<file path="src/rtl/particle_integrate_step_macros.svh">
// Assertion macros shared by the particle integrator RTL.
`ifndef PARTICLE_INTEGRATE_STEP_MACROS_SVH
`define PARTICLE_INTEGRATE_STEP_MACROS_SVH

`ifndef SYNTHESIS
// Same-cycle implication.
`define PIT_ASSERT_IMP(lbl, clk, rst_n, ante, cons) \
  lbl: assert property (@(posedge clk) disable iff (!rst_n) (ante) |-> (cons)) \
    else $error("pit assertion failed");
// Next-cycle implication.
`define PIT_ASSERT_NXT(lbl, clk, rst_n, ante, cons) \
  lbl: assert property (@(posedge clk) disable iff (!rst_n) (ante) |=> (cons)) \
    else $error("pit assertion failed");
`else
`define PIT_ASSERT_IMP(lbl, clk, rst_n, ante, cons)
`define PIT_ASSERT_NXT(lbl, clk, rst_n, ante, cons)
`endif

`endif

</file>
<file path="src/rtl/pit_pkg.sv">
// Shared widths, constants and types for the particle integrator.
package pit_pkg;

  localparam int FRAC    = 16;
  localparam int POS_W   = 30;
  localparam int VEL_W   = 23;
  localparam int PSUM_W  = POS_W + 1;
  localparam int PROD_W  = VEL_W + FRAC + 1;
  localparam int M2_W    = 2 * VEL_W;
  localparam int SQ_N    = M2_W / 2;
  localparam int MAG_W   = VEL_W;
  localparam int QW      = FRAC + 2;
  localparam int NUM_W   = VEL_W + FRAC + 1;

  // configuration port
  localparam int WALL_W   = 12;
  localparam int MARGIN_W = 10;
  localparam int SPEED_W  = 24;
  localparam int PUSH_W   = SPEED_W - 4;
  localparam int CFG_IDX_W  = 4;
  localparam int CFG_DATA_W = SPEED_W;

  localparam logic [CFG_IDX_W-1:0] CFG_FIELD_WIDTH   = CFG_IDX_W'(0);
  localparam logic [CFG_IDX_W-1:0] CFG_FIELD_HEIGHT  = CFG_IDX_W'(1);
  localparam logic [CFG_IDX_W-1:0] CFG_BORDER_MARGIN = CFG_IDX_W'(2);
  localparam logic [CFG_IDX_W-1:0] CFG_SPEED_SCALE   = CFG_IDX_W'(3);

  // data riding alongside the arithmetic stages
  typedef struct packed {
    logic [PSUM_W-1:0] px;
    logic [PSUM_W-1:0] py;
    logic [VEL_W-1:0]  vx;
    logic [VEL_W-1:0]  vy;
    logic              norm;
  } side_t;

endpackage

</file>
<file path="src/rtl/pit_sqrt.sv">
// Pipelined integer square root, one result bit per stage.
module pit_sqrt (
  input  logic                        clk,
  input  logic                        rst_n,
  input  logic                        en,
  input  logic                        valid_i,
  input  pit_pkg::side_t              side_i,
  input  logic [pit_pkg::M2_W-1:0]    m2_i,
  output logic                        valid_o,
  output pit_pkg::side_t              side_o,
  output logic [pit_pkg::MAG_W-1:0]   mag_o
);
  import pit_pkg::*;

  logic [M2_W-1:0] n_r    [SQ_N];
  logic [M2_W-1:0] root_r [SQ_N];
  side_t           side_r [SQ_N];
  logic [SQ_N-1:0] vld_r;

  // valid bits
  always_ff @(posedge clk) begin
    if (!rst_n) begin
      vld_r <= '0;
    end else if (en) begin
      vld_r <= {vld_r[SQ_N-2:0], valid_i};
    end
  end

  for (genvar k = 0; k < SQ_N; k++) begin : g_st
    localparam logic [M2_W-1:0] BIT = M2_W'(1) << (2 * (SQ_N - 1 - k));
    logic [M2_W-1:0] n_in, root_in, trial;
    side_t           side_in;

    if (k == 0) begin : g_first
      assign n_in    = m2_i;
      assign root_in = '0;
      assign side_in = side_i;
    end else begin : g_next
      assign n_in    = n_r[k-1];
      assign root_in = root_r[k-1];
      assign side_in = side_r[k-1];
    end

    assign trial = root_in + BIT;

    // one restoring step
    always_ff @(posedge clk) begin
      if (en) begin
        side_r[k] <= side_in;
        if (n_in >= trial) begin
          n_r[k]    <= n_in - trial;
          root_r[k] <= (root_in >> 1) + BIT;
        end else begin
          n_r[k]    <= n_in;
          root_r[k] <= root_in >> 1;
        end
      end
    end
  end

  assign valid_o = vld_r[SQ_N-1];
  assign side_o  = side_r[SQ_N-1];
  assign mag_o   = root_r[SQ_N-1][MAG_W-1:0];

endmodule

</file>
<file path="config.mk">
export PLATFORM = sky130hd
export DESIGN_NAME = pit_sqrt
export DESIGN_NICKNAME = d
export VERILOG_FILES = /design/src/rtl/particle_integrate_step_macros.svh /design/src/rtl/pit_pkg.sv /design/src/rtl/pit_sqrt.sv
export SDC_FILE = /design/constraint.sdc
export NUM_CORES = 2
export LEC_CHECK = 0
export ABC_AREA = 1
export BUFFER_PORTS_ARGS = -buffer_cell sky130_fd_sc_hd__buf_2
export CAP_MARGIN = 0
export CORE_MARGIN = 1.5
export CORE_UTILIZATION = 55
export CTS_BUF_LIST = sky130_fd_sc_hd__clkbuf_8
export CTS_CLUSTER_SIZE = 28
export DETAILED_ROUTE_END_ITERATION = 10
export PLACE_DENSITY = 0.86
export SYNTH_ARGS = -nofsm -noshare
export SYNTH_HDL_FRONTEND = slang
export SYNTH_MEMORY_MAX_BITS = 65536
export SYNTH_SLANG_ARGS = --single-unit
</file>
<file path="constraint.sdc">
create_clock -name clk -period 3.3 [get_ports clk]
set_clock_uncertainty 0.1 [all_clocks]
set_input_delay 0.495 -clock clk [delete_from_list [all_inputs] [get_ports clk]]
set_output_delay 0.495 -clock clk [all_outputs]
set_load 0.1 [all_outputs]
</file>
; ---- Yosys cells after proc, flatten, opt, wreduce, memory -nomap -nowiden
; Memories as Yosys holds them, arrays and structs flattened.
; Cells that the tools add are included.
[classes]
n_mux = 186
add_sub_neg = 67
n_lt_le_gt_ge = 23
bitwise = 46
[ops]
columns = cell, n
row1 = $mux W46, 46
row2 = $ge A46 B46 Y1, 22
row3 = $sub A46 B46 Y46, 22
row4 = $mux W1, 140
row5 = $add A45 B1 Y46 const B, 1
row6 = $add A45 B11 Y46 const B, 1
row7 = $add A45 B13 Y46 const B, 1
row8 = $add A45 B15 Y46 const B, 1
row9 = $add A45 B17 Y46 const B, 1
row10 = $add A45 B19 Y46 const B, 1
row11 = $add A45 B21 Y46 const B, 1
row12 = $add A45 B23 Y46 const B, 1
row13 = $add A45 B25 Y46 const B, 1
row14 = $add A45 B27 Y46 const B, 1
row15 = $add A45 B29 Y46 const B, 1
row16 = $add A45 B3 Y46 const B, 1
row17 = $add A45 B31 Y46 const B, 1
row18 = $add A45 B33 Y46 const B, 1
row19 = $add A45 B35 Y46 const B, 1
row20 = $add A45 B37 Y46 const B, 1
row21 = $add A45 B39 Y46 const B, 1
row22 = $add A45 B41 Y46 const B, 1
row23 = $add A45 B43 Y46 const B, 1
row24 = $add A45 B5 Y46 const B, 1
row25 = other kinds (27), 72
[word_totals]
elab_cells = 326
out_inout_bits = 133
n_memories = 3
reg_bits = 23
inputBits = 159
ramBits = 4623
[memory_table]
columns = memory, depth, width, rd, rd_clocked_by_memory_dff, wr, line
row1 = side_r, 23, 109, 23, 0, 23, pit_sqrt.sv:17  ; side_t side_r [SQ_N];
row2 = n_r, 23, 46, 22, 0, 23, pit_sqrt.sv:15  ; logic [M2_W-1:0] n_r [SQ_N];
row3 = root_r, 23, 46, 23, 0, 23, pit_sqrt.sv:16  ; logic [M2_W-1:0] root_r [SQ_N];

; ---- Depth between registers and ports, before layout
; An unclocked memory read counts as a cell.
[logic_depth]
word_depth = 7
mapped_depth = 16

; ---- Worst setup path before layout
; No wires, ideal clock.
[synth_timing]
path_kind = input-to-reg
start = in en
end = mem n_r[2][230] (netlist name), enable pin
setup_ns = 0.450
arrival_ns = 2.675
setup_slack_ns = 0.075
path_buffers = 3
cell_stages = 3
path_cell_list = buf_4 buf_2 clkbuf_1
[synth_rtl]
columns = element, line
row1 = start: declaration, pit_sqrt.sv:5  ; input logic en,
row2 = end: declaration, pit_sqrt.sv:15

==> impl_metrics.json <==
{
  "cp.arrival_ns": 3.86,
  "powerDensity_nw_per_um2": 647.2,
  "avgViaCountPerCell": 5.286,
  "max_slew_margin": 0.1545,
  "ys_ff_latch": 3818,
  "ys_types": 52,
  "drt_iter0_markers": 7585,
  "tightest_slew_ns": 1.259,
  "fin_ws_ns": 0.2150,
  "syn_nets": 11687,
  "wl_per_cell_um": 21.40,
  "core-area_um2": 270800,
  "numCtsBuffers": 580,
  "grt_max_degree": 178,
  "synth_ff_type": "edfxtp_1",
  "m1WireLength_mm": 123.2,
  "gp_congestion": 0.9979,
  "grtUsageTotal": 0.2534,
  "dieArea_um2": 275400,
  "power_w": 0.1102,
  "post_cts_resized": 0,
  "synth_commonest_cells": "edfxtp_1, nand2_1, inv_1, nor2_1, nand3_1",
  "std_cell_rows": 191,
  "grt_pass1_vias": 88735,
  "cts-htree-levels": 6,
  "wl_met2_mm": 182.4,
  "async_flop_share": 0,
  "synthTopCellsByArea": "edfxtp_1, nand2_1, inv_1",
  "cts_root_buffer": "clkbuf_8",
  "synth_top_area_share": 0.7611,
  "min_to": "n_r[0][45]",
  "die_h_um": 524.8,
  "routed_wl_mm": 352.5,
  "cp-start-kind": "flop",
  "r2r_start": "root_r[2][202]",
  "hold_class": "input port to flop",
  "portBuffers": 291,
  "netlist_instances": 11232,
  "multi_input_area_um2": 29270,
  "ios": 292,
  "post-place-ws_ns": 0.2669,
  "p_leak_nw": 67.07,
  "synth_most_common_cell": "edfxtp_1",
  "syn-cell-area_um2": 149700,
  "initial_core_util": 0.5530,
  "top_layer_used": "met5",
  "grt-ovfl-total": 0,
  "nNetsFinal": 12934,
  "reg2reg_depth": 12,
  "ff_latch_area_um2": 114400,
  "cap_violations": 0,
  "synth-edff-count": 3795,
  "insertion_delay_ns": 1.18,
  "wl_met3_mm": 19.97,
  "yosysSeqAreaShare": 0.7641,
  "rsz0062_at_grt": "false",
  "final_hold_viol_count": 0,
  "min_period_ns": 3.085,
  "drtAntennaViolNets": 0,
  "min_from": "m2_i[45]",
  "outcome": "finished, final reports clean",
  "cp_cell_sequence": "inv_1, ha_1, nand2_1, nor2_1, nand2_1, nor2_1, inv_1, o21bai_2, nor2_4, buf_12, nand2_1, o21ai_1",
  "hold_ws_ns": 0.1377,
  "vias": 87073,
  "critical_path.max_stage_delay_ns": 0.52,
  "die_width_um": 524.8,
  "yosys_warnings": 0,
  "syn2layout_area_growth_pct": 13.69,
  "clockBufferDepth": 4,
  "clkSlewWorstSetupHoldPaths_ns": 0.07,
  "yosys.area.top_type": "edfxtp_1",
  "place_area_um2": 156600,
  "ir_drop_v": 0.0005671,
  "drive_gt1_frac": 0.09739,
  "crit_slowest_cell": "edfxtp_1",
  "grt_pass1_wl_mm": 523.9,
  "criticalPathCategory": "flop to flop",
  "drc": 0,
  "r2r-end": "n_r[2][244]",
  "hpwl_mm": 246.8,
  "dr.pass1.iters": 8,
  "fin_tns_setup_ns": 0,
  "setup.worst_path.end_class": "flop",
  "cts.sinks": 3818,
  "design_area_um2": 170200,
  "antenna_found_initial": 14,
  "ff2ff_setup_slack_ns": 0.22,
  "cp.required_ns": 4.07,
  "hold_depth": 4,
  "timing.fmax_mhz": 324.2,
  "path_max_fanout": 34,
  "syn_area_per_cell_um2": 13.33,
  "cts_tree": "done",
  "crit_path_frequent_cell": "nand2_1",
  "fill_cells": 19168,
  "setup_viol_count_final": 0,
  "min_period_over_period": 0.9348,
  "finalMaxSlewViolations": 0
}
==> cell families after synthesis <==
| kind of cell | count (synthesis) | share of synthesized area |
|---|---|---|
| buf+inv | 1561 | 0.04039 |
| simple gates | 4602 | 0.1299 |
| fa+ha+maj | 296 | 0.02473 |
| compound gates | 677 | 0.02458 |
| flops | 3818 | 0.7641 |
| xor+xnor | 278 | 0.01626 |
==> what timing repair did <==
item,in CTS,in global routing
hold buffers,315,0
endpoints found under the hold margin,598,0
endpoints found under the setup margin,0,0
buffers inserted,0,0
==> placed cells by master (no fill, tap or decap), types with 243 or more instances in the layout <==
cell / Yosys / routed
o21ai_0: 243 / 243
ha_1: 296 / 296
clkbuf_8: 0 / 588
edfxtp_1: 3795 / 3795
inv_1: 1453 / 1632
a21oi_1: 281 / 281
nand3_1: 514 / 514
dlygate4sd3_1: 0 / 315
nand2_1: 2464 / 2464
nor2_1: 1007 / 1007
buf_2: 22 / 290
==> state kept, by name, summed over array words and instances, names as in the netlist <==
name    flops
side_r   2507
n_r      1012
root_r    276
vld_r      23
==> worst max path at each step <==
stage | from | end | slack [ns] | depth (start not counted)
finish | root_r[2][202] | n_r[2][244] | 0.22 | 12
global route | root_r[2][28] | n_r[2][73] | 0.06 | 15
CTS | root_r[2][28] | n_r[2][73] | 0.24 | 15
detailed placement | root_r[2][28] | n_r[2][73] | 0.27 | 15
global placement | root_r[2][28] | n_r[2][73] | 0.23 | 15
floorplan | en | n_r[2][230] | 0.08 | 3
==> worst max-delay path: cells and delay by family, from the launching register on <==
family / cells / cell delay [ns]
adder cells (fa/ha/maj): 1 / 0.38
buffers and inverters: 3 / 0.38
AO/OA/AOI/OAI: 2 / 0.32
AND/OR/NAND/NOR: 6 / 1.08
flip-flops: 1 / 0.52
==> metal layers <==
layer  track usage  vias up
li1              -    41481
met1        0.2749    41265
met2        0.4524     3274
met3       0.04258     1043
met4        0.1740       10
met5             0        -
==> per-stage QoR <==
| stage | util | std cells |
|---|---|---|
| after global placement | 0.5785 | 15152 |
| after global routing | 0.6287 | 16471 |
| after detailed placement | 0.5785 | 15152 |
| final | 0.6287 | 16472 |
| after floorplan | - | 11232 |
| after CTS | 0.6287 | 16467 |
==> area by class of cell <==
cell class	instances	share of cell area
repair buffers	757	0.03588
well taps	3570	0.02624
multi-input cells	5853	0.1719
diodes	5	0.00007350
inverters	1469	0.03242
clock buffers	588	0.04754
flip-flops and latches	3818	0.6721
clock inverters	412	0.01377
==> report_power, final <==
group | total, W | switching, W | leakage, nW | internal (W)
Clock | 0.0359 | 0.0182 | 5.95 | 0.0177
Combinational | 0.0141 | 0.00989 | 24.0 | 0.00419
Sequential | 0.0602 | 0.00227 | 37.1 | 0.0580
Power figures use the tool's default switching activity.
