--- src/rtl/particle_integrate_step_macros.svh ---
// Assertion macros shared by the particle integrator RTL.
`ifndef PARTICLE_INTEGRATE_STEP_MACROS_SVH
`define PARTICLE_INTEGRATE_STEP_MACROS_SVH

`ifndef SYNTHESIS
// Same-cycle implication.
`define PIT_ASSERT_IMP(lbl, clk, rst_n, ante, cons) \
  lbl: assert property (@(posedge clk) disable iff (!rst_n) (ante) |-> (cons)) \
    else $error("pit assertion failed");
// Next-cycle implication.
`define PIT_ASSERT_NXT(lbl, clk, rst_n, ante, cons) \
  lbl: assert property (@(posedge clk) disable iff (!rst_n) (ante) |=> (cons)) \
    else $error("pit assertion failed");
`else
`define PIT_ASSERT_IMP(lbl, clk, rst_n, ante, cons)
`define PIT_ASSERT_NXT(lbl, clk, rst_n, ante, cons)
`endif

`endif

--- src/rtl/pit_pkg.sv ---
// Shared widths, constants and types for the particle integrator.
package pit_pkg;

  localparam int FRAC    = 16;
  localparam int POS_W   = 30;
  localparam int VEL_W   = 23;
  localparam int PSUM_W  = POS_W + 1;
  localparam int PROD_W  = VEL_W + FRAC + 1;
  localparam int M2_W    = 2 * VEL_W;
  localparam int SQ_N    = M2_W / 2;
  localparam int MAG_W   = VEL_W;
  localparam int QW      = FRAC + 2;
  localparam int NUM_W   = VEL_W + FRAC + 1;

  // configuration port
  localparam int WALL_W   = 12;
  localparam int MARGIN_W = 10;
  localparam int SPEED_W  = 24;
  localparam int PUSH_W   = SPEED_W - 4;
  localparam int CFG_IDX_W  = 4;
  localparam int CFG_DATA_W = SPEED_W;

  localparam logic [CFG_IDX_W-1:0] CFG_FIELD_WIDTH   = CFG_IDX_W'(0);
  localparam logic [CFG_IDX_W-1:0] CFG_FIELD_HEIGHT  = CFG_IDX_W'(1);
  localparam logic [CFG_IDX_W-1:0] CFG_BORDER_MARGIN = CFG_IDX_W'(2);
  localparam logic [CFG_IDX_W-1:0] CFG_SPEED_SCALE   = CFG_IDX_W'(3);

  // data riding alongside the arithmetic stages
  typedef struct packed {
    logic [PSUM_W-1:0] px;
    logic [PSUM_W-1:0] py;
    logic [VEL_W-1:0]  vx;
    logic [VEL_W-1:0]  vy;
    logic              norm;
  } side_t;

endpackage

--- src/rtl/pit_div.sv ---
// Two-lane pipelined restoring divider: round(|v| * 2^FRAC / mag).
module pit_div (
  input  logic                        clk,
  input  logic                        rst_n,
  input  logic                        en,
  input  logic                        valid_i,
  input  pit_pkg::side_t              side_i,
  input  logic [pit_pkg::MAG_W-1:0]   mag_i,
  output logic                        valid_o,
  output pit_pkg::side_t              side_o,
  output logic [pit_pkg::QW-1:0]      qx_o,
  output logic [pit_pkg::QW-1:0]      qy_o
);
  import pit_pkg::*;

  logic [MAG_W-1:0] rem_r [QW][2];
  logic [QW-1:0]    low_r [QW][2];
  logic [QW-1:0]    q_r   [QW][2];
  logic [MAG_W-1:0] mag_r [QW];
  side_t            side_r[QW];
  logic [QW-1:0]    vld_r;

  logic [VEL_W-1:0] vin [2];
  logic [VEL_W-1:0] av  [2];
  logic [NUM_W-1:0] num [2];

  // valid bits
  always_ff @(posedge clk) begin
    if (!rst_n) begin
      vld_r <= '0;
    end else if (en) begin
      vld_r <= {vld_r[QW-2:0], valid_i};
    end
  end

  // rounded numerator per lane
  assign vin[0] = side_i.vx;
  assign vin[1] = side_i.vy;
  for (genvar l = 0; l < 2; l++) begin : g_num
    assign av[l]  = vin[l][VEL_W-1] ? VEL_W'(-vin[l]) : vin[l];
    assign num[l] = {1'b0, av[l], {FRAC{1'b0}}} + NUM_W'(mag_i >> 1);
  end

  for (genvar k = 0; k < QW; k++) begin : g_st
    logic [MAG_W-1:0] mag_in;
    side_t            side_in;

    if (k == 0) begin : g_first
      assign mag_in  = mag_i;
      assign side_in = side_i;
    end else begin : g_next
      assign mag_in  = mag_r[k-1];
      assign side_in = side_r[k-1];
    end

    always_ff @(posedge clk) begin
      if (en) begin
        mag_r[k]  <= mag_in;
        side_r[k] <= side_in;
      end
    end

    for (genvar l = 0; l < 2; l++) begin : g_lane
      logic [MAG_W-1:0] rem_in;
      logic [QW-1:0]    low_in, q_in;
      logic [MAG_W:0]   rs;
      logic             ge;

      if (k == 0) begin : g_first
        assign rem_in = {{(MAG_W-(NUM_W-QW)){1'b0}}, num[l][NUM_W-1:QW]};
        assign low_in = num[l][QW-1:0];
        assign q_in   = '0;
      end else begin : g_next
        assign rem_in = rem_r[k-1][l];
        assign low_in = low_r[k-1][l];
        assign q_in   = q_r[k-1][l];
      end

      assign rs = {rem_in, low_in[QW-1]};
      assign ge = rs >= {1'b0, mag_in};

      // one quotient bit
      always_ff @(posedge clk) begin
        if (en) begin
          rem_r[k][l] <= ge ? MAG_W'(rs - {1'b0, mag_in}) : rs[MAG_W-1:0];
          low_r[k][l] <= low_in << 1;
          q_r[k][l]   <= {q_in[QW-2:0], ge};
        end
      end
    end
  end

  assign valid_o = vld_r[QW-1];
  assign side_o  = side_r[QW-1];
  assign qx_o    = q_r[QW-1][0];
  assign qy_o    = q_r[QW-1][1];

endmodule

--- config.mk ---
export PLATFORM = sky130hd
export DESIGN_NAME = pit_div
export DESIGN_NICKNAME = d
export VERILOG_FILES = /design/src/rtl/particle_integrate_step_macros.svh /design/src/rtl/pit_pkg.sv /design/src/rtl/pit_div.sv
export SDC_FILE = /design/constraint.sdc
export NUM_CORES = 2
export LEC_CHECK = 0
export ABC_AREA = 1
export CAP_MARGIN = 20
export CORE_UTILIZATION = 51
export CTS_BUF_LIST = sky130_fd_sc_hd__clkbuf_16
export DETAILED_ROUTE_END_ITERATION = 8
export DONT_BUFFER_PORTS = 1
export PLACE_DENSITY = 0.66
export SYNTH_ARGS = -nofsm -noshare
export SYNTH_HDL_FRONTEND = slang
export SYNTH_MEMORY_MAX_BITS = 65536
export SYNTH_SLANG_ARGS = --single-unit
--- constraint.sdc ---
create_clock -name clk -period 7.4 [get_ports clk]
set_clock_uncertainty 0.1 [all_clocks]
set_input_delay 2.22 -clock clk [delete_from_list [all_inputs] [get_ports clk]]
set_output_delay 2.22 -clock clk [all_outputs]
set_load 0.02 [all_outputs]
# After elaboration in Yosys (flattened, before gate mapping)
# Memory sizes are Yosys's and may differ from the RTL's.
# Cells that the tools add are included.
[word_totals] mem_bits_rw=4464 word_cells=122 output_inout_bits=146 memories=5 reg_bits=18 inputBits=136
[mem_list] memory="side_r" words=18 word_bits=109 read_ports=18 rd_ports_with_merged_regs=0 wr=18 line_no="pit_div.sv:20" rtl="side_t side_r[QW];"
[mem_list] memory="rem_r" words=18 word_bits=46 read_ports=17 rd_ports_with_merged_regs=0 wr=18 line_no="pit_div.sv:16" rtl="logic [MAG_W-1:0] rem_r [QW][2];"
[mem_list] memory="q_r" words=18 word_bits=36 read_ports=18 rd_ports_with_merged_regs=0 wr=18 line_no="pit_div.sv:18" rtl="logic [QW-1:0] q_r [QW][2];"
[mem_list] memory="low_r" words=18 word_bits=34 read_ports=17 rd_ports_with_merged_regs=0 wr=18 line_no="pit_div.sv:17" rtl="logic [QW-1:0] low_r [QW][2];"
[mem_list] memory="mag_r" words=18 word_bits=23 read_ports=17 rd_ports_with_merged_regs=0 wr=18 line_no="pit_div.sv:19" rtl="logic [MAG_W-1:0] mag_r [QW];"
[classes] add_sub_neg=40 mux=40 n_lt_le_gt_ge=36
[op_table] op="$mux W23" count=38
[op_table] op="$sub A23 B23 Y23" count=36
[op_table] op="$ge A24 B23 Y1" count=34
[op_table] op="$add A39 B22 Y40" count=2
[op_table] op="$ge A23 B23 Y1" count=2
[op_table] op="$neg A23 Y23" count=2
[op_table] op="$mux W1" count=2

# Longest topological paths before layout
[depth] depth_word=5 mapped_depth=31 mapped_depth_nobuf=30

# Worst setup path before layout
# Ideal clock, no wire load.
[synth_path] path_type="input to register" from="input side_i[23] (netlist name)" to="memory rem_r[0][8] (netlist name) (data pin)" setup_time_ns=0.261 stages=28 n_path_buf=3 path_slack_ns=1.273 arrival_time_ns=5.766 cell_sequence="buf_2 > buf_2 > o21ai_0 > inv_1 > fa_1 > nand3b_1 > nand2_1 > nand2_1 > nand2_1 > nand2_1 > nand2_1 > nand3_1 > nor2_2 > nand2_2 > nor2_1 > nand2_1 > and2_1 > ha_1 > nand2_1 > nor2_1 > inv_1 > nor3_1 > nand4_1 > nand3_1 > inv_2 > buf_2 > nand2_1 > o21ai_0"
[synth_lines] element="start: declaration" line_no="pit_div.sv:7" rtl="input pit_pkg::side_t side_i,"
[synth_lines] element="end: declaration" line_no="pit_div.sv:16"

==> flow_summary.ini <==
[cts]
post-cts-setup-buffers = 0
cts_tree = yes
cts_max_level = 5
cts_max_path_buffers = 4
sink_count = 3497
path_clk_slew_ns = 0.06
clkLatencyLatePin_ns = 0.96
ctsHoldBuffers = 0
cts_buffers = 353
cts_resized = 0
cts_root_buf = sky130_fd_sc_hd__clkbuf_16

[finish]
nFillCells = 25900
fin_nets = 14800
mostFrequentLayoutCell = sky130_fd_sc_hd__edfxtp_1
layout_common_cells = 3479 x sky130_fd_sc_hd__edfxtp_1, 2588 x sky130_fd_sc_hd__nand2_1, 1354 x sky130_fd_sc_hd__inv_1
drive_gt1_frac = 0.0596
core_occupancy_in_the_finished_layout = 0.567
syn_to_final_growth_pct = 10.2

[outcome]
run_status = finished, final reports clean

[sta]
grt_setup_unrepaired = false
worst_pin_slew_ns = 1.39
setup_viol = 0
fmax_ghz = 0.161
finalSetupTns_ns = 0
period_share = 0.837
finalWorstPathRequiredPeriod_ns = 6.20
slew_headroom = 0.0704
final-max-slew-violation-count = 0
timing.final.hold_violations = 0

[yosys]
synth_sequential_area_ratio = 0.652
per_instance_average_area_after_synthesis_sq_um = 11.8
post_synth_inst_count = 13600
synth_area_sq_um = 161000
synth.ff_latch_count = 3497
synth.lib_cells_used.distinct = 60
synth-warning-count = 0

[global_routing]
pin_count_of_the_biggest_net_entering_global_routing = 294
grt_use_total = 0.239
global_route_wire_length_before_repair_mm = 576
grt_pass1_vias = 93900
grt-ovfl-total = 0
initial_antenna_violation_count = 16

[min_path]
hold_path_depth = 0
min_to = side_r[7][86]$_DFFE_PP_
hold_path_startpoint = side_r[6][86]$_DFFE_PP_
tightest_hold_check_type = flop to flop

[critical_path]
ff2ff_path_depth = 10
data_arrival_time_at_the_worst_slack_endpoint_ns = 6.60
worst-r2r-setup-slack_ns = 3.07
cp_data_required_time_ns = 7.81
worst_setup_path_end_kind = flop
rr_endpoint = rem_r[2][29]$_DFFE_PP_
crit_path_max_fanout = 235
reg2reg_from = mag_r[3][14]$_DFFE_PP_
critPathLaunchType = input port
critical_path_class = input port to flop

[placed_design]
gp_routability_congestion = 0.947
io_buffers = 0
dp.final_hpwl_mm = 292

[drt]
finalWirelength_mm = 387
route.detailed.wl_per_inst_um = 21.2
drcViolationCount = 0
drt_pass1_iterations = 6
detail_route.vias_per_cell = 5.50
antenna_violating_nets_post_route = 0
via_count = 100000
detailedRoute.firstIterationViolations = 9996

[die]
die_width_um = 564
floorplan.core_area_sq_um = 313000
top_level_ports = 282
chipHeight_um = 564
starting_utilization_of_the_core_area = 0.514
rows = 205
die_area_sq_um = 318000

[job]
max_cap_viol_count = 0

[power_and_ir_drop]
p_per_area_nw_per_um2 = 403
vdd.ir_drop.worst_uv = 234
p_leak_nw = 69.0
[cell usage after synthesis (all sizes together)]
cell type  number  share of area
xnor2         242          0.013
or2           104         0.0040
a221oi          4        0.00022
o211ai         19        0.00089
and2            9        0.00035
a31oi         123         0.0048
nor3          100         0.0031
ha            828          0.064
a21boi         23         0.0011
buf           140         0.0056
nor4           81         0.0042
nand3b         27         0.0013
o21a           26         0.0012
inv          1321          0.031
o311ai          2        0.00011
nand4         169         0.0066
a31o            1       0.000054
a21oi         977          0.031
o2111ai        26         0.0014
nand2        2615          0.061
o21ai        1086          0.035
edfxtp       3479           0.65
o221ai          3        0.00016
o221a           5        0.00035
xor2          324          0.018
conb            1       0.000023
o31ai           3        0.00014
clkbuf          6        0.00015
fa             36         0.0045
o21bai        105         0.0049
a21o          142         0.0066
a211oi         46         0.0021
nand3         589          0.019
dfxtp          18         0.0022
mux2i           2        0.00012
nor2          890          0.021
clkinv          1       0.000023
[routing by layer]
| layer | routed length [um] | track usage | part of all wire | vias up |
|---|---|---|---|---|
| li1 | - | - | - | 48900 |
| met1 | 176000 | 0.347 | 0.46 | 47800 |
| met2 | 176000 | 0.379 | 0.45 | 3066 |
| met3 | 25100 | 0.0354 | 0.065 | 524 |
| met4 | 9480 | 0.0593 | 0.024 | 10 |
| met5 | 69 | 0 | 0.00018 | - |
[how the worst max path moves through the flow]
stage | from | endpoint | slack [ns] | depth (start not counted)
after floorplan | side_i[23] | rem_r[0][8]$_DFFE_PP_ | 1.27 | 28
after global placement | side_i[24] | rem_r[0][41]$_DFFE_PP_ | 0.55 | 26
after detailed placement | en | side_r[14][11]$_DFFE_PP_ | 0.43 | 5
after CTS | en | side_r[16][46]$_DFFE_PP_ | 1.45 | 5
after global routing | side_i[24] | rem_r[0][41]$_DFFE_PP_ | 1.06 | 28
final | en | side_r[16][37]$_DFFE_PP_ | 1.20 | 5
[flip-flops by register name, summed over array words and instances (netlist names)]
name	flops
low_r	2
mag_r	391
q_r	342
rem_r	782
side_r	1962
vld_r	18
[cells by family after synthesis]
| group | Yosys count | synth area share |
|---|---|---|
| AOI/OAI and AO/OA | 2591 | 0.0900 |
| DFF | 3497 | 0.652 |
| buffers and inverters | 1468 | 0.0366 |
| other | 1 | 0.0000233 |
| adders and majority gates | 864 | 0.0689 |
| and+or+nand+nor | 4584 | 0.122 |
| muxes | 2 | 0.000124 |
| xor gates and xnor gates | 566 | 0.0309 |
[final cells by class]
class                           count  area, sq um  area share
Antenna cell                        7         17.5   0.0000989
Clock buffer                      353         8830      0.0499
Clock inverter                    285         2640      0.0149
Inverter                         1322         4960      0.0280
Multi-Input combinational cell   8609        50100       0.283
Sequential cell                  3497       105000       0.592
Tap cell                         4140         5180      0.0292
Timing Repair Buffer               33          588     0.00332
[metrics by stage]
stage	instances	cell area [sq um]	hold slack [ns]	total power, mW	setup slack, ns
after floorplan	13600	161000	0.300	46.0	1.27
after global placement	17600	166000	0.300	53.9	0.546
after detailed placement	17600	166000	0.305	53.9	0.432
after CTS	18200	177000	0.251	71.7	1.45
after global routing	18200	177000	0.263	75.7	1.06
final	18200	177000	0.266	71.5	1.20
[worst max-delay path, cell delays in order]
cell                     delay, ns
sky130_fd_sc_hd__buf_16       0.61
sky130_fd_sc_hd__buf_16       0.75
sky130_fd_sc_hd__buf_16       0.54
sky130_fd_sc_hd__buf_16       0.56
sky130_fd_sc_hd__buf_16       0.60
[power by group]
part	internal [mW]	total (mW)	switching (mW)
clock	9.90	17.5	7.60
sequential	26.6	28.8	2.26
combinational	8.52	25.2	16.7
total	45.0	71.5	26.5
Power figures use the tool's default switching activity.
