==> src/rtl/particle_integrate_step_macros.svh <==
// Assertion macros shared by the particle integrator RTL.
`ifndef PARTICLE_INTEGRATE_STEP_MACROS_SVH
`define PARTICLE_INTEGRATE_STEP_MACROS_SVH

`ifndef SYNTHESIS
// Same-cycle implication.
`define PIT_ASSERT_IMP(lbl, clk, rst_n, ante, cons) \
  lbl: assert property (@(posedge clk) disable iff (!rst_n) (ante) |-> (cons)) \
    else $error("pit assertion failed");
// Next-cycle implication.
`define PIT_ASSERT_NXT(lbl, clk, rst_n, ante, cons) \
  lbl: assert property (@(posedge clk) disable iff (!rst_n) (ante) |=> (cons)) \
    else $error("pit assertion failed");
`else
`define PIT_ASSERT_IMP(lbl, clk, rst_n, ante, cons)
`define PIT_ASSERT_NXT(lbl, clk, rst_n, ante, cons)
`endif

`endif

==> src/rtl/pit_pkg.sv <==
// Shared widths, constants and types for the particle integrator.
package pit_pkg;

  localparam int FRAC    = 16;
  localparam int POS_W   = 30;
  localparam int VEL_W   = 23;
  localparam int PSUM_W  = POS_W + 1;
  localparam int PROD_W  = VEL_W + FRAC + 1;
  localparam int M2_W    = 2 * VEL_W;
  localparam int SQ_N    = M2_W / 2;
  localparam int MAG_W   = VEL_W;
  localparam int QW      = FRAC + 2;
  localparam int NUM_W   = VEL_W + FRAC + 1;

  // configuration port
  localparam int WALL_W   = 12;
  localparam int MARGIN_W = 10;
  localparam int SPEED_W  = 24;
  localparam int PUSH_W   = SPEED_W - 4;
  localparam int CFG_IDX_W  = 4;
  localparam int CFG_DATA_W = SPEED_W;

  localparam logic [CFG_IDX_W-1:0] CFG_FIELD_WIDTH   = CFG_IDX_W'(0);
  localparam logic [CFG_IDX_W-1:0] CFG_FIELD_HEIGHT  = CFG_IDX_W'(1);
  localparam logic [CFG_IDX_W-1:0] CFG_BORDER_MARGIN = CFG_IDX_W'(2);
  localparam logic [CFG_IDX_W-1:0] CFG_SPEED_SCALE   = CFG_IDX_W'(3);

  // data riding alongside the arithmetic stages
  typedef struct packed {
    logic [PSUM_W-1:0] px;
    logic [PSUM_W-1:0] py;
    logic [VEL_W-1:0]  vx;
    logic [VEL_W-1:0]  vy;
    logic              norm;
  } side_t;

endpackage

==> src/rtl/pit_front.sv <==
// Position advance, velocity damping and squared magnitude (four stages).
module pit_front (
  input  logic                                 clk,
  input  logic                                 rst_n,
  input  logic                                 en,
  input  logic                                 valid_i,
  input  logic signed [pit_pkg::POS_W-1:0]     pos_x_i,
  input  logic signed [pit_pkg::POS_W-1:0]     pos_y_i,
  input  logic signed [pit_pkg::VEL_W-1:0]     vel_x_i,
  input  logic signed [pit_pkg::VEL_W-1:0]     vel_y_i,
  output logic                                 valid_o,
  output pit_pkg::side_t                       side_o,
  output logic [pit_pkg::M2_W-1:0]             m2_o
);
  import pit_pkg::*;

  localparam int DAMP = ((98 << FRAC) + 50) / 100;
  localparam logic signed [PROD_W-1:0] DAMP_C = PROD_W'(DAMP);
  localparam logic [M2_W-1:0] ONE2 = M2_W'(1) << (2 * FRAC);

  // shift right by FRAC, round half away from zero
  function automatic logic [VEL_W-1:0] damp_round(input logic signed [PROD_W-1:0] p);
    logic [PROD_W-1:0] a;
    logic [PROD_W-1:0] r;
    a = p[PROD_W-1] ? PROD_W'(-p) : PROD_W'(p);
    r = (a + (PROD_W'(1) << (FRAC - 1))) >> FRAC;
    damp_round = p[PROD_W-1] ? VEL_W'(-r) : VEL_W'(r);
  endfunction

  logic [3:0] vld_r;

  logic signed [PSUM_W-1:0] ps1x_r, ps1y_r, ps2x_r, ps2y_r, ps3x_r, ps3y_r;
  logic signed [PROD_W-1:0] prx_r, pry_r;
  logic [VEL_W-1:0]         vd2x_r, vd2y_r, vd3x_r, vd3y_r;
  logic [M2_W-1:0]          sqx_r, sqy_r;
  logic [VEL_W-1:0]         ax, ay;
  logic [M2_W-1:0]          m2_nxt;
  side_t                    side_r;
  logic [M2_W-1:0]          m2_r;

  // valid bits
  always_ff @(posedge clk) begin
    if (!rst_n) begin
      vld_r <= '0;
    end else if (en) begin
      vld_r <= {vld_r[2:0], valid_i};
    end
  end

  assign ax = vd2x_r[VEL_W-1] ? VEL_W'(-vd2x_r) : vd2x_r;
  assign ay = vd2y_r[VEL_W-1] ? VEL_W'(-vd2y_r) : vd2y_r;
  assign m2_nxt = sqx_r + sqy_r;

  // datapath stages
  always_ff @(posedge clk) begin
    if (en) begin
      ps1x_r <= PSUM_W'(pos_x_i) + PSUM_W'(vel_x_i);
      ps1y_r <= PSUM_W'(pos_y_i) + PSUM_W'(vel_y_i);
      prx_r  <= PROD_W'(vel_x_i) * DAMP_C;
      pry_r  <= PROD_W'(vel_y_i) * DAMP_C;

      ps2x_r <= ps1x_r;
      ps2y_r <= ps1y_r;
      vd2x_r <= damp_round(prx_r);
      vd2y_r <= damp_round(pry_r);

      ps3x_r <= ps2x_r;
      ps3y_r <= ps2y_r;
      vd3x_r <= vd2x_r;
      vd3y_r <= vd2y_r;
      sqx_r  <= M2_W'(ax) * M2_W'(ax);
      sqy_r  <= M2_W'(ay) * M2_W'(ay);

      side_r.px   <= ps3x_r;
      side_r.py   <= ps3y_r;
      side_r.vx   <= vd3x_r;
      side_r.vy   <= vd3y_r;
      side_r.norm <= m2_nxt > ONE2;
      m2_r        <= m2_nxt;
    end
  end

  assign valid_o = vld_r[3];
  assign side_o  = side_r;
  assign m2_o    = m2_r;

endmodule

==> config.mk <==
export PLATFORM = sky130hd
export DESIGN_NAME = pit_front
export DESIGN_NICKNAME = d
export VERILOG_FILES = /design/src/rtl/particle_integrate_step_macros.svh /design/src/rtl/pit_pkg.sv /design/src/rtl/pit_front.sv
export SDC_FILE = /design/constraint.sdc
export NUM_CORES = 2
export LEC_CHECK = 0
export ABC_CLOCK_PERIOD_IN_PS = 10280
export BUFFER_PORTS_ARGS = -buffer_cell sky130_fd_sc_hd__buf_2
export CAP_MARGIN = 15
export CORE_AREA = 2 2 403 405
export DETAILED_ROUTE_END_ITERATION = 6
export DIE_AREA = 0 0 405 407
export PLACE_DENSITY_LB_ADDON = 0.1
export RECOVER_POWER = 50
export SYNTH_ARGS = -nofsm -noshare
export SYNTH_HDL_FRONTEND = slang
export SYNTH_SLANG_ARGS = --single-unit
export TNS_END_PERCENT = 5
==> constraint.sdc <==
create_clock -name clk -period 10.28 [get_ports clk]
set_input_delay 2.056 -clock clk [delete_from_list [all_inputs] [get_ports clk]]
set_output_delay 2.056 -clock clk [all_outputs]
set_load 0.01 [all_outputs]
# After elaboration in Yosys (flattened, before gate mapping)
# Index checks and enable logic that the tools add are counted.
[classes]
order_cmp = 1
n_mul = 4
mux = 6
n_addsub = 11
[op_table]
columns = ["operator", "n"]
rows = [
  ["multiplier 23 x 23 -> 46 bit", 2],
  ["2-to-1 mux 23 bit", 4],
  ["negator 23 bit", 4],
  ["multiplier 23 x 17 -> 40 bit (second input constant)", 2],
  ["adder 39 x 16 -> 39 bit (second input constant)", 2],
  ["2-to-1 mux 39 bit", 2],
  ["negator 39 bit", 2],
  ["adder 30 x 23 -> 31 bit", 2],
  ["adder 46 bit", 1],
  ["greater-than comparator 46 x 33 -> 1 bit (second input constant)", 1],
]
[totals]
word_cells = 43
out_inout_bits = 156
register_bits = 609
inputBits = 110

# Logic depth before layout (Yosys ltp)
[logic_depth]
ltp_word = 5
depth_mapped = 40
mapped_depth_nobuf = 38

# Worst setup path after synthesis
# OpenSTA, ideal clock, no wires.
[synth_timing]
kind = "flip-flop to flip-flop"
startpoint = "register vd2x_r[0]"
endpoint = "register sqx_r[45] (data pin)"
setup_slack_ps = 646
setup_ps = 260
path_stages_with_launch = 37
required_ps = 10020
period_less_slack_ps = 9634
path_buffers = 2
arrival_ps = 9374
path_cell_list = "edfxtp_1 inv_1 clkbuf_1 ha_1 nand2b_1 or2_2 nor2_1 nand2_1 or4_1 or3_1 nand2_1 xor2_1 inv_1 clkbuf_1 nand2_1 fa_1 fa_1 inv_1 fa_1 fa_1 fa_1 inv_1 fa_1 inv_1 fa_1 ha_1 a21o_1 a21o_1 a21oi_1 o21ai_0 a21oi_1 o211ai_1 a41oi_1 o21ai_1 or4_1 a31oi_1 xnor2_1"
[synth_via]
elab_chain_cells = 3
[synth_lines]
columns = ["element", "line", "source"]
rows = [
  ["from (decl)", "pit_front.sv:34", "logic [VEL_W-1:0] vd2x_r, vd2y_r, vd3x_r, vd3y_r;"],
  ["from (signal assigned)", "pit_front.sv:64", "vd2x_r <= damp_round(prx_r);"],
  ["negator 23 bit", "pit_front.sv:50", "assign ax = vd2x_r[VEL_W-1] ? VEL_W'(-vd2x_r) : vd2x_r;"],
  ["2-to-1 mux 23 bit *", "pit_front.sv:50", ""],
  ["multiplier 23 x 23 -> 46 bit *", "pit_front.sv:71", "sqx_r <= M2_W'(ax) * M2_W'(ax);"],
  ["to (signal assigned)", "pit_front.sv:71", ""],
  ["to (decl)", "pit_front.sv:35", "logic [M2_W-1:0] sqx_r, sqy_r;"],
]
# Mark *: on every way between the ends. The rest lies on a longest branch, timed or not.
# A chain may end at the register's enable or synchronous reset.

# Final worst setup path
[layout_timing]
startpoint = "register vd2x_r[3]"
endpoint = "register sqx_r[45] (data pin)"
# The elaborated chain is that of the path after synthesis.

==> results by group <==
Route
  • Antenna violation net count after detailed routing: 0
  • Initial DRC count: 2459
  • Final WL: 168800 microns
  • Drt wl/cell: around 18 microns
  • Routed vias: 47410
  • Remaining design rule violation count: 0
  • Total iterations of the first detailed-routing run: 5
  • Via density: 5.027

Clock network
  • Max Buffers Root-to-Sink: 3
  • Post-CTS setup-driven buffer insertion count: 0
  • Hold_buf cts: 0
  • Source-to-sink clock delay at the later pin of the worst-skew pair: 0.68 ns
  • Clock H-tree levels: 3
  • Clock tree from TritonCTS: built
  • Total clock buffers created by CTS: 71
  • Clock sink count: 605
  • Root buffer cell: clkbuf_16
  • Clk pin slew, worst setup/hold paths: 0.06 ns

Die
  • Number of top-level pins: around 270
  • Core box area: approximately 0.16 sq mm
  • Effective utilization at floorplan: between 40% and 50%
  • Die extent in y: 407 microns
  • Width of the chip: between 400 and 500 microns
  • Floorplan die area: 0.1648 sq mm
  • FP Rows: 147

Synth
  • Ranking of synthesized cells by area: fa_1 31%, edfxtp_1 25%, ha_1 13%
  • Flop and latch count out of synthesis: 605
  • Count of flip-flops with a built-in enable after synthesis: 601
  • Avg Synthesized Cell Area: 10.49 sq um
  • Fraction of synthesized cell area taken by the top area cell type: 30.56%
  • Fraction of the yosys area taken by sequential cells: 25.18%
  • Number of unique standard cell types used by synthesis: 100
  • Top FF cell, synth: edfxtp_1
  • Post-Synthesis Cell Area: 0.07199 sq mm
  • Yosys Warn Count: 0
  • Cell type with the largest total area after synthesis: fa_1
  • Count of mapped cells out of synthesis: 6864
  • Fraction of synthesis flops using an asynchronous set or reset pin: 0%

Global routing
  • Total routing resource utilization after global routing: about a fifth
  • Number of antenna violations at the first check in global routing: 7
  • Largest net degree at the start of global routing: 154
  • Overflow after GRT: 0
  • Vias in the first global route: 50320
  • Wire length of the first global-routing pass: 271900 microns

Setup path
  • Crit path arrival time: between 10 and 15 ns
  • Crit path capture type: flip-flop
  • Critical path depth: 31
  • Cell depth of the worst flop-to-flop path: 31
  • Combined buffer and inverter count along the critical path: 4
  • Required time of the worst setup path: 10.67 ns
  • Longest individual stage delay on the worst path: 0.56 ns
  • Slowest cell on crit path: fa_1
  • Origin of the critical flop-to-flop path: vd2x_r[3]$_DFFE_PP_
  • CP Class: flip-flop to flip-flop
  • Sort of element at the start of the critical path: flip-flop
  • Worst reg-to-reg setup slack: around 0.5 ns
  • Capture instance of the worst register-to-register path: sqx_r[45]$_DFFE_PP_
  • Worst path most repeated cell: fa_1
  • Max FO, Critical Path: 7
  • Gate family responsible for the most delay along the worst path: adder cells

Place
  • Global placement routability congestion: 0.8909
  • Post-DP HPWL: ~140000 microns
  • Buffers added on ports: 265

Layout
  • Fill cells: 14850
  • Footprint of the multi-input gates: 0.04714 sq mm
  • Reg area: 0.01813 sq mm
  • Number of nets at the end of the flow: 9193
  • Syn-to-layout area delta: 9.447%
  • Layout cell share with drive strength beyond 1: 5.888%

Timing
  • Worst relative slew slack: -214.3%
  • Final number of setup-violating endpoints: 0
  • Hold violation total from the final report: 0
  • Measured slew at the worst slew-check pin: 4.715 ns
  • Largest clock skew in the final design: 0.05100 ns
  • Final worst hold slack: 0.4079 ns
  • Slew Viols, Final: around 250
  • Post-layout minimum cycle time: 9.768 ns
  • Max frequency: 102.4 MHz
  • Unrepaired setup endpoints after global routing: true
  • Final clock period utilization by the worst path: 95.02%

Min path
  • Class of the worst hold path: flip-flop to flip-flop
  • Cell count of the worst hold path: 0
  • Hold Path End: ps3y_r[16]$_DFFE_PP_
  • Start point of the worst hold path: ps2y_r[16]$_DFFE_PP_

Run status
  • Violated checks: max-capacitance violations, max-slew violations
  • Outcome: finished with violations

Job
  • Max-Cap Viols: 4
## state kept, by name, indices dropped and copies added (netlist names)
| register | cells |
|---|---|
| ps1x_r | 31 |
| vd2y_r | 23 |
| side_o | 109 |
| vd3y_r | 23 |
| prx_r | 40 |
| ps1y_r | 31 |
| sqy_r | 44 |
| vld_r | 4 |
| m2_o | 46 |
| ps3y_r | 31 |
| ps2y_r | 31 |
| ps2x_r | 31 |
| vd3x_r | 23 |
| ps3x_r | 31 |
| vd2x_r | 23 |
| pry_r | 40 |
| sqx_r | 44 |
## cell type report
type	instances	share of cell area (%)
multi-input combinational	4464	59.84
sequential	605	23.01
inverter	1705	8.144
tap	2160	3.430
timing repair buffer	366	2.470
clock buffer	85	2.376
clock inverter	44	0.7289
antenna	2	0.006352
## cells in the mapped netlist, types with 28 or more instances
master / n
a21o_1: 117
a21oi_1: 211
and3_1: 29
clkbuf_1: 112
edfxtp_1: 601
fa_1: 1099
ha_1: 771
inv_1: 1684
nand2_1: 459
nand2b_1: 58
nand3_1: 61
nand4_1: 28
nor2_1: 391
nor2b_1: 39
nor3_1: 72
o21a_1: 42
o21ai_0: 139
o21bai_1: 33
o31ai_1: 33
or3_1: 29
xnor2_1: 278
xor2_1: 139
## metal layers
layer | GRT usage (%) | share of wire [%] | up-vias
met4 | 5.453 | 2.3 | 8
met1 | 28.70 | 45 | 23610
li1 | - | - | 22580
met5 | 0 | 0.034 | -
met2 | 34.92 | 47 | 997
met3 | 4.191 | 6.2 | 223
## stage by stage
stage                     std cells  util, %  TNS (ns)  instance area [sq um]  setup WS [ns]
after floorplan                6894        -         0                  72100         0.6457
after detailed placement       9300    47.73         0                  76470         0.2416
after global placement         9300    47.73         0                  76470         0.3862
final                          9431    49.18         0                  78790         0.5118
after CTS                      9429    49.26         0                  78910         0.2139
after global routing           9431    49.18  -0.07146                  78790       -0.07146
## worst reg2reg max path: cells and delay by family, from the launching register on
family | cells | cell delay [ns]
adder cells (fa/ha/maj) | 8 | 3.75
XOR/XNOR | 2 | 0.46
flip-flops | 1 | 0.47
AO/OA/AOI/OAI | 10 | 2.08
buffers and inverters | 4 | 0.59
AND/OR/NAND/NOR | 7 | 2.15
## cells by family after synthesis
logic type | Yosys count | synth area share (%)
adder cells (fa/ha/maj) | 1871 | 43.98
flip-flops | 605 | 25.18
XOR/XNOR | 418 | 5.096
buffers and inverters | 1825 | 9.535
multiplexers | 22 | 0.3163
AND/OR/NAND/NOR | 1311 | 8.446
AO/OA/AOI/OAI | 810 | 7.436
other | 2 | 0.01043
## cell usage in the layout, fill, tap and decap left out, drive strengths merged, types with 13 or more instances in the layout
cell / instances
nand3: 61
fa: 1099
xor2: 139
edfxtp: 601
nor2b: 39
o21ai: 160
and3: 29
o211ai: 18
o21a: 42
mux2i: 16
a31oi: 27
nand2b: 58
nor4: 23
nand4: 28
nor3b: 13
nor3: 72
o21bai: 34
nand2: 459
or3: 29
xnor2: 279
or4: 17
a21oi: 213
inv: 1698
clkbuf: 201
o31ai: 34
and2: 22
or2: 28
buf: 250
a21o: 117
clkinv: 34
a211oi: 27
nor2: 391
ha: 771
conb: 32
## what timing repair did
action | 4_1_cts | 5_1_grt
setup endpoints to repair | 0 | 12
resized for setup | 0 | 12
hold endpoints to repair | 0 | 0
## worst max path at each step
stage | end | start | slack (ns)
2_1_floorplan | sqx_r[45]$_DFFE_PP_ | vd2x_r[0]$_DFFE_PP_ | 0.65
3_3_place_gp | sqy_r[45]$_DFFE_PP_ | vd2y_r[2]$_DFFE_PP_ | 0.39
3_5_place_dp | sqx_r[45]$_DFFE_PP_ | vd2x_r[1]$_DFFE_PP_ | 0.24
4_1_cts | sqx_r[45]$_DFFE_PP_ | vd2x_r[1]$_DFFE_PP_ | 0.21
5_1_grt | sqx_r[45]$_DFFE_PP_ | vd2x_r[1]$_DFFE_PP_ | -0.07
6_report | sqx_r[45]$_DFFE_PP_ | vd2x_r[3]$_DFFE_PP_ | 0.51
Power is left out: the tool's default activity adds up to more than one toggle a clock period on the data nets, which glitch-free logic cannot reach.
