File: config.mk
export PLATFORM = sky130hd
export DESIGN_NAME = pit_wall
export DESIGN_NICKNAME = d
export VERILOG_FILES = /design/src/rtl/particle_integrate_step_macros.svh /design/src/rtl/pit_pkg.sv /design/src/rtl/pit_wall.sv
export SDC_FILE = /design/constraint.sdc
export NUM_CORES = 1
export LEC_CHECK = 0
export ABC_AREA = 1
export ABC_CLOCK_PERIOD_IN_PS = 5100
export BUFFER_PORTS_ARGS = -buffer_cell sky130_fd_sc_hd__clkbuf_2
export CORE_ASPECT_RATIO = 0.5
export CORE_MARGIN = 2
export CORE_UTILIZATION = 49
export DETAILED_ROUTE_END_ITERATION = 16
export GPL_TIMING_DRIVEN = 0
export PLACE_DENSITY = 0.75
export SYNTH_ARGS = -nofsm -noshare
export SYNTH_HDL_FRONTEND = slang
export SYNTH_SLANG_ARGS = --single-unit
File: constraint.sdc
create_clock -name clk -period 5.1 [get_ports clk]
set_input_delay 0.765 -clock clk [delete_from_list [all_inputs] [get_ports clk]]
set_output_delay 0.765 -clock clk [all_outputs]
set_load 0.05 [all_outputs]
File: src/rtl/particle_integrate_step_macros.svh
// Assertion macros shared by the particle integrator RTL.
`ifndef PARTICLE_INTEGRATE_STEP_MACROS_SVH
`define PARTICLE_INTEGRATE_STEP_MACROS_SVH

`ifndef SYNTHESIS
// Same-cycle implication.
`define PIT_ASSERT_IMP(lbl, clk, rst_n, ante, cons) \
  lbl: assert property (@(posedge clk) disable iff (!rst_n) (ante) |-> (cons)) \
    else $error("pit assertion failed");
// Next-cycle implication.
`define PIT_ASSERT_NXT(lbl, clk, rst_n, ante, cons) \
  lbl: assert property (@(posedge clk) disable iff (!rst_n) (ante) |=> (cons)) \
    else $error("pit assertion failed");
`else
`define PIT_ASSERT_IMP(lbl, clk, rst_n, ante, cons)
`define PIT_ASSERT_NXT(lbl, clk, rst_n, ante, cons)
`endif

`endif

File: src/rtl/pit_pkg.sv
// Shared widths, constants and types for the particle integrator.
package pit_pkg;

  localparam int FRAC    = 16;
  localparam int POS_W   = 30;
  localparam int VEL_W   = 23;
  localparam int PSUM_W  = POS_W + 1;
  localparam int PROD_W  = VEL_W + FRAC + 1;
  localparam int M2_W    = 2 * VEL_W;
  localparam int SQ_N    = M2_W / 2;
  localparam int MAG_W   = VEL_W;
  localparam int QW      = FRAC + 2;
  localparam int NUM_W   = VEL_W + FRAC + 1;

  // configuration port
  localparam int WALL_W   = 12;
  localparam int MARGIN_W = 10;
  localparam int SPEED_W  = 24;
  localparam int PUSH_W   = SPEED_W - 4;
  localparam int CFG_IDX_W  = 4;
  localparam int CFG_DATA_W = SPEED_W;

  localparam logic [CFG_IDX_W-1:0] CFG_FIELD_WIDTH   = CFG_IDX_W'(0);
  localparam logic [CFG_IDX_W-1:0] CFG_FIELD_HEIGHT  = CFG_IDX_W'(1);
  localparam logic [CFG_IDX_W-1:0] CFG_BORDER_MARGIN = CFG_IDX_W'(2);
  localparam logic [CFG_IDX_W-1:0] CFG_SPEED_SCALE   = CFG_IDX_W'(3);

  // data riding alongside the arithmetic stages
  typedef struct packed {
    logic [PSUM_W-1:0] px;
    logic [PSUM_W-1:0] py;
    logic [VEL_W-1:0]  vx;
    logic [VEL_W-1:0]  vy;
    logic              norm;
  } side_t;

endpackage

File: src/rtl/pit_wall.sv
// Velocity select, wall push and reflection, saturation and output register.
module pit_wall (
  input  logic                               clk,
  input  logic                               rst_n,
  input  logic                               en,
  input  logic                               valid_i,
  input  pit_pkg::side_t                     side_i,
  input  logic [pit_pkg::QW-1:0]             qx_i,
  input  logic [pit_pkg::QW-1:0]             qy_i,
  input  logic [pit_pkg::WALL_W-1:0]         width_i,
  input  logic [pit_pkg::WALL_W-1:0]         height_i,
  input  logic [pit_pkg::MARGIN_W-1:0]       margin_i,
  input  logic [pit_pkg::PUSH_W-1:0]         push_i,
  output logic                               valid_o,
  output logic signed [pit_pkg::POS_W-1:0]   pos_x_o,
  output logic signed [pit_pkg::POS_W-1:0]   pos_y_o,
  output logic signed [pit_pkg::VEL_W-1:0]   vel_x_o,
  output logic signed [pit_pkg::VEL_W-1:0]   vel_y_o
);
  import pit_pkg::*;

  localparam int PW2 = PSUM_W + 2;
  localparam int VW2 = VEL_W + 2;

  function automatic logic [POS_W-1:0] sat_pos(input logic signed [PW2-1:0] v);
    logic signed [PW2-1:0] hi, lo;
    hi = PW2'((64'sd1 <<< (POS_W - 1)) - 1);
    lo = -hi - PW2'(1);
    if (v > hi) sat_pos = POS_W'(hi);
    else if (v < lo) sat_pos = POS_W'(lo);
    else sat_pos = POS_W'(v);
  endfunction

  function automatic logic [VEL_W-1:0] sat_vel(input logic signed [VW2-1:0] v);
    logic signed [VW2-1:0] hi, lo;
    hi = VW2'((64'sd1 <<< (VEL_W - 1)) - 1);
    lo = -hi - VW2'(1);
    if (v > hi) sat_vel = VEL_W'(hi);
    else if (v < lo) sat_vel = VEL_W'(lo);
    else sat_vel = VEL_W'(v);
  endfunction

  logic [2:0] vld_r;

  logic [PSUM_W-1:0]     p1_r [2];
  logic signed [VEL_W-1:0] v1_r [2];
  logic signed [PW2-1:0] p2_r [2];
  logic signed [VW2-1:0] v2_r [2];
  logic [1:0]            flip_r;
  logic [POS_W-1:0]      pos_r [2];
  logic [VEL_W-1:0]      vel_r [2];

  logic [VEL_W-1:0]      vsel_nxt [2];
  logic signed [PW2-1:0] p2_nxt   [2];
  logic signed [VW2-1:0] v2_nxt   [2];
  logic [1:0]            flip_nxt;
  logic signed [VW2-1:0] v3_nxt   [2];

  logic [QW-1:0]         q    [2];
  logic [VEL_W-1:0]      vraw [2];
  logic [PSUM_W-1:0]     praw [2];
  logic [WALL_W-1:0]     wreg [2];
  logic signed [PW2-1:0] border_e;
  logic signed [VW2-1:0] push_e;

  assign q[0]    = qx_i;
  assign q[1]    = qy_i;
  assign vraw[0] = side_i.vx;
  assign vraw[1] = side_i.vy;
  assign praw[0] = side_i.px;
  assign praw[1] = side_i.py;
  assign wreg[0] = width_i;
  assign wreg[1] = height_i;
  assign border_e = $signed(PW2'({margin_i, {FRAC{1'b0}}}));
  assign push_e   = $signed(VW2'(push_i));

  // valid bits and output valid
  always_ff @(posedge clk) begin
    if (!rst_n) begin
      vld_r <= '0;
    end else if (en) begin
      vld_r <= {vld_r[1:0], valid_i};
    end
  end

  always_comb begin
    logic signed [PW2-1:0] p_e;
    logic signed [PW2-1:0] wall_e;
    logic signed [VW2-1:0] v_e;
    logic signed [VW2-1:0] vp;
    for (int l = 0; l < 2; l++) begin
      // normalized or damped velocity
      if (side_i.norm) begin
        vsel_nxt[l] = vraw[l][VEL_W-1] ? VEL_W'(-VEL_W'(q[l])) : VEL_W'(q[l]);
      end else begin
        vsel_nxt[l] = vraw[l];
      end

      // band push and mirror
      p_e    = PW2'($signed(p1_r[l]));
      wall_e = $signed(PW2'({wreg[l], {FRAC{1'b0}}}));
      v_e    = VW2'(v1_r[l]);
      p2_nxt[l]   = p_e;
      v2_nxt[l]   = v_e;
      flip_nxt[l] = 1'b0;
      if (p_e < border_e) begin
        v2_nxt[l] = v_e + push_e;
        if (p_e < 0) begin
          p2_nxt[l]   = -p_e;
          flip_nxt[l] = 1'b1;
        end
      end else if (p_e > wall_e - border_e) begin
        v2_nxt[l] = v_e - push_e;
        if (p_e > wall_e) begin
          p2_nxt[l]   = (wall_e <<< 1) - p_e;
          flip_nxt[l] = 1'b1;
        end
      end

      // on a mirror, scale by -0.5, halves rounded away from zero
      vp = v2_r[l];
      if (!flip_r[l]) begin
        v3_nxt[l] = vp;
      end else if (vp[VW2-1]) begin
        v3_nxt[l] = (-vp + VW2'(1)) >>> 1;
      end else begin
        v3_nxt[l] = -((vp + VW2'(1)) >>> 1);
      end
    end
  end

  always_ff @(posedge clk) begin
    if (en) begin
      for (int l = 0; l < 2; l++) begin
        p1_r[l]  <= praw[l];
        v1_r[l]  <= vsel_nxt[l];
        p2_r[l]  <= p2_nxt[l];
        v2_r[l]  <= v2_nxt[l];
        pos_r[l] <= sat_pos(p2_r[l]);
        vel_r[l] <= sat_vel(v3_nxt[l]);
      end
      flip_r <= flip_nxt;
    end
  end

  assign valid_o = vld_r[2];
  assign pos_x_o = pos_r[0];
  assign pos_y_o = pos_r[1];
  assign vel_x_o = vel_r[0];
  assign vel_y_o = vel_r[1];

endmodule

# --- Word level (Yosys, flattened, before mapping) ---
# Memories as Yosys holds them, arrays and structs flattened.
# Cells that the tools add are included.
word_totals:
  ramBits: 330
  output_inout_bits: 107
  memories: 6
  register_bits: 5
classes:
  n_addsub: 20
  magnitude_cmp: 16
  muxes: 42
mem_list:
  columns: ["name", "words", "word_bits", "rd", "rd_clocked_by_memory_dff", "wr", "line_no", "text"]
  rows:
  - ["p2_r", 2, 33, 2, 0, 2, "pit_wall.sv:47", "logic signed [PW2-1:0] p2_r [2];"]
  - ["p1_r", 2, 31, 2, 0, 2, "pit_wall.sv:45", "logic [PSUM_W-1:0] p1_r [2];"]
  - ["pos_r", 2, 30, 2, 0, 2, "pit_wall.sv:50", "logic [POS_W-1:0] pos_r [2];"]
  - ["v2_r", 2, 25, 2, 0, 2, "pit_wall.sv:48", "logic signed [VW2-1:0] v2_r [2];"]
  - ["v1_r", 2, 23, 2, 0, 2, "pit_wall.sv:46", "logic signed [VEL_W-1:0] v1_r [2];"]
  - ["vel_r", 2, 23, 2, 0, 2, "pit_wall.sv:51", "logic [VEL_W-1:0] vel_r [2];"]
op_table:
  columns: ["op", "n"]
  rows:
  - ["two-way mux 33 bit", 8]
  - ["two-way mux 23 bit", 10]
  - ["two-way mux 25 bit", 8]
  - ["two-way mux 30 bit", 6]
  - ["> comparator 31 x 29 -> 1 bit", 4]
  - ["adder 25 x 2 -> 25 bit, second input constant", 4]
  - ["> comparator 33 x 30 -> 1 bit, second input constant", 2]
  - ["less-than comparator 33 x 30 -> 1 bit, second input constant", 2]
  - ["negator 31 -> 33 bit", 2]
  - ["subtractor 30 x 31 -> 32 bit", 2]
  - ["less-than comparator 31 x 1 -> 1 bit, second input constant", 2]
  - ["less-than comparator 31 x 27 -> 1 bit", 2]
  - ["subtractor 28 x 26 -> 29 bit", 2]
  - ["> comparator 25 x 23 -> 1 bit, second input constant", 2]
  - ["less-than comparator 25 x 23 -> 1 bit, second input constant", 2]
  - ["negator 24 -> 25 bit", 2]
  - ["negator 25 bit", 2]
  - ["adder 23 x 21 -> 24 bit", 2]
  - ["subtractor 23 x 21 -> 24 bit", 2]
  - ["negator 18 -> 23 bit", 2]
  - ["two-way mux 1 bit", 10]

# --- Logic depth before layout (Yosys ltp) ---
# An unclocked memory read counts as a cell.
depth:
  ltp_word: 9
  mapped_depth: 28
  ltp_nobuf: 26

# --- Worst setup path before layout ---
# Ideal clock, no wire load.
synth_path:
  path_type: "input port to flip-flop"
  startpoint: "input width_i[0] (netlist bit)"
  endpoint: "memory v2_r[0][12] (netlist bit), data pin"
  setup_ps: 269
  path_slack_ps: 667
  stages: 27
  arrival_time_ps: 4164
  path_cell_list: "inv_1 > ha_1 > inv_1 > fa_1 > nand3_1 > and2_1 > nor2_1 > o21ai_0 > nand2_1 > a21oi_1 > o21ai_0 > nand2_1 > o21ai_0 > ha_1 > inv_1 > nor3_1 > nor3b_1 > o21ai_0 > nand2_1 > xor2_1 > nand2_1 > clkbuf_1 > inv_1 > clkbuf_1 > nand2_1 > o211ai_1 > o21ai_0"
synth_lines:
  columns: ["item", "line_no", "text"]
  rows:
  - ["from (decl)", "pit_wall.sv:10", "input logic [pit_pkg::WALL_W-1:0] width_i,"]
  - ["to (decl)", "pit_wall.sv:48", null]

==> key figures <==
Global routing
  – First-pass GRT wire length: 149000 µm
  – Pin count of the biggest net entering global routing: 117
  – GRT overflow: 0
  – Vias in the first global route: 27.0k
  – Global-route total usage across every layer: between 30% and 40%
  – Initial antenna violation count: 5

Route
  – Drt drc: 0
  – Drt initial violations: roughly 3k
  – Routed vias: 29.0k
  – Antenna viol nets, final: 0
  – Detailed Routing Iterations Pass 1: 8
  – Routed wire length: 97700 µm
  – WL/cell: 19.2 µm
  – Via-to-Cell Ratio: 5.71

Yosys
  – Post-synthesis sequential area ratio: 34.5%
  – Synth top area cells: edfxtp_1, nand2_1, ha_1
  – Commonest cells in the netlist: nand2_1, inv_1, nor2_1
  – Synth cell types: 60
  – Synth warnings: 0
  – Post-synth ARST share: 0%
  – Most common flop cell mapped by yosys: edfxtp_1
  – Syn avg cell area: 7.36 µm²
  – Mapped cell area: 28900 µm²
  – EDFF count, synth: between 300 and 400
  – Syn nets: between 4k and 5k
  – Top-count cell post-synth: nand2_1
  – Seq cells post-synth: 333
  – Area leader, netlist: edfxtp_1
  – Share of the synthesized area in the top cell type: roughly 34%
  – Synth Instances: 3925

Cells and area
  – Reg area: 9970 µm²
  – Final net count: 4693
  – Area of the multi-input gates: about 17000 µm²
  – Layout cell share with drive strength beyond 1: between 10% and 20%
  – Fillers: 5520
  – Final core utilization: a little under three fifths
  – Synth-to-layout area growth: 13.3%
  – Fin area: 32700 µm²

Floorplanning
  – Starting Density: 50.0%
  – Die Span X: 347 µm
  – Cell Rows: 62
  – Io pins: 310
  – Die area: 61000 µm²
  – Core box area: a little under 60000 µm²
  – Chip Height: approximately 180 µm

Setup path
  – Setup crit end kind: flop
  – Max incr delay on CP: approximately 0.39 ns
  – Reg-to-Reg End: v2_r[0][18]
  – Critical path launch point: width_i[0]
  – Req. time, crit path: about 5.4 ns
  – CP Launch Type: input pin
  – CP most frequent cell: nand2_1
  – Slowest CP cell: fa_1
  – CP arrival: 5.13 ns
  – Reg2reg start: p1_r[0][24]
  – Flop2flop setup slack: around 1.3 ns
  – Reg2Reg Depth: 9
  – Max FO, Critical Path: 10
  – Critical Path Sink: v2_r[0][14]
  – CP Class: input pin to flop

Timing
  – Final setup viols: 0
  – Skew final: 0.0285 ns
  – FMAX: 0.207 GHz
  – Final Max Slew Viols: 0
  – Relative slew slack: 18.1%
  – Endpoints failing hold: 0
  – Tmin final: 4.83 ns
  – RSZ-0062 raised after global routing: false
  – Worst Tran Pin Value: 1.22 ns
  – Period utilisation layout: 94.7%

Clocking
  – TritonCTS clock tree: built
  – Clk_lat worst skew: 0.57 ns
  – Htree depth: 2
  – Clock Tree Root: clkbuf_16
  – Clk sinks: 333
  – Max Root-Sink Buffers: 3
  – TritonCTS Buffers: 34
  – CTS clk-pin slew, worst paths: ~0.08 ns

Status
  – Outcome: finished clean

Place
  – Port Buffers: 308
  – Final RePlAce weighted congestion: approximately 1.0
  – Hpwl dp: 78400 µm
  – Placed inst area: 31500 µm²

Power and ir drop
  – Worst vdd ir: 0.277 mV
  – P_leak: 14.8 nW
  – PD cells: 321 nW/µm²

Run
  – Max-cap violations: 0

Worst hold path
  – Hold Path Class: input pin to flop
==> through the flow <==
step	power [mW]	hold WS, ns	instances	setup WS, ns	setup TNS, ns
6_report	10.5	0.367	5074	0.273	0
5_1_grt	11.1	0.344	5073	0.00370	0
4_1_cts	10.4	0.342	5065	0.0479	0
3_5_place_dp	7.69	0.473	5004	-1.17	-50.33
3_3_place_gp	7.65	0.457	5001	-2.30	-693.67
2_1_floorplan	6.47	0.449	3925	0.667	0
==> critical path: cells and delay by family <==
family                     cells  cell delay [ns]
AOI/OAI and AO/OA              6             1.09
xor gates and xnor gates       1             0.17
adders and majority gates      3             0.87
buffers and inverters          5             0.71
and+or+nand+nor               11             1.52
==> where the power goes <==
part / switching (mW) / internal, mW
clock: 1.19 / 1.52
combinational: 2.80 / 1.22
sequential: 0.292 / 3.47
total: 4.28 / 6.21
==> layout by cell type, fill, tap and decap left out, types with 41 or more instances in the layout <==
cell      count
nand2_1     945
inv_1       449
nor2_1      395
edfxtp_1    330
o21ai_0     313
clkbuf_2    309
a21oi_1     247
nand3_1     236
ha_1        208
xor2_1      164
clkbuf_1    100
nor3_1       59
nand4_1      59
o211ai_1     51
xnor2_1      41
==> state kept, by name, summed over array words and instances (netlist names) <==
name / count
flip_r: 2
v2_r: 48
v1_r: 46
vld_r: 3
p2_r: 66
p1_r: 62
pos_r: 60
vel_r: 46
==> cell families after synthesis <==
group                    share of synthesized area, %
XOR/XNOR                                         6.37
adder cells (fa/ha/maj)                          9.43
buffers and inverters                            8.08
multiplexers                                   0.0347
AO/OA/AOI/OAI                                    14.8
flip-flops                                       34.5
AND/OR/NAND/NOR                                  26.8
==> metal layers <==
layer | vias up | GRT usage, % | wire (µm)
met3 | 225 | 4.72 | 8740
met5 | - | 0 | 13
met2 | 1375 | 51.0 | 44300
li1 | 13947 | - | -
met4 | 2 | 11.8 | 3740
met1 | 13441 | 42.2 | 40900
==> layout make-up <==
class	instances	area share, %
repair buffers	315	5.12
plain buffers	135	1.93
flip-flops and latches	333	30.5
inverters	459	5.27
multi-input cells	2998	50.7
well taps	768	2.94
clock buffers	42	2.72
clock inverters	19	0.803
diodes	5	0.0382
==> worst min-delay path by stage <==
| stage | start | depth (start not counted) | slack [ns] | to |
|---|---|---|---|---|
| after detailed placement | vld_r[1] | 2 | 0.47 | vld_r[2] |
| after floorplan | vld_r[0] | 2 | 0.45 | vld_r[1] |
| after CTS | side_i[67] | 1 | 0.34 | p1_r[0][51] |
| final | side_i[65] | 1 | 0.37 | p1_r[0][49] |
| after global placement | vld_r[1] | 2 | 0.46 | vld_r[2] |
| after global routing | side_i[86] | 1 | 0.34 | p1_r[0][8] |
==> repair_timing <==
| action | in CTS | in global routing |
|---|---|---|
| hold buffers | 0 | 0 |
| pin swaps | 0 | 1 |
| setup buffers | 0 | 4 |
| setup endpoints to repair | 21 | 96 |
| resized for setup | 9 | 15 |
Power figures use the tool's default switching activity.
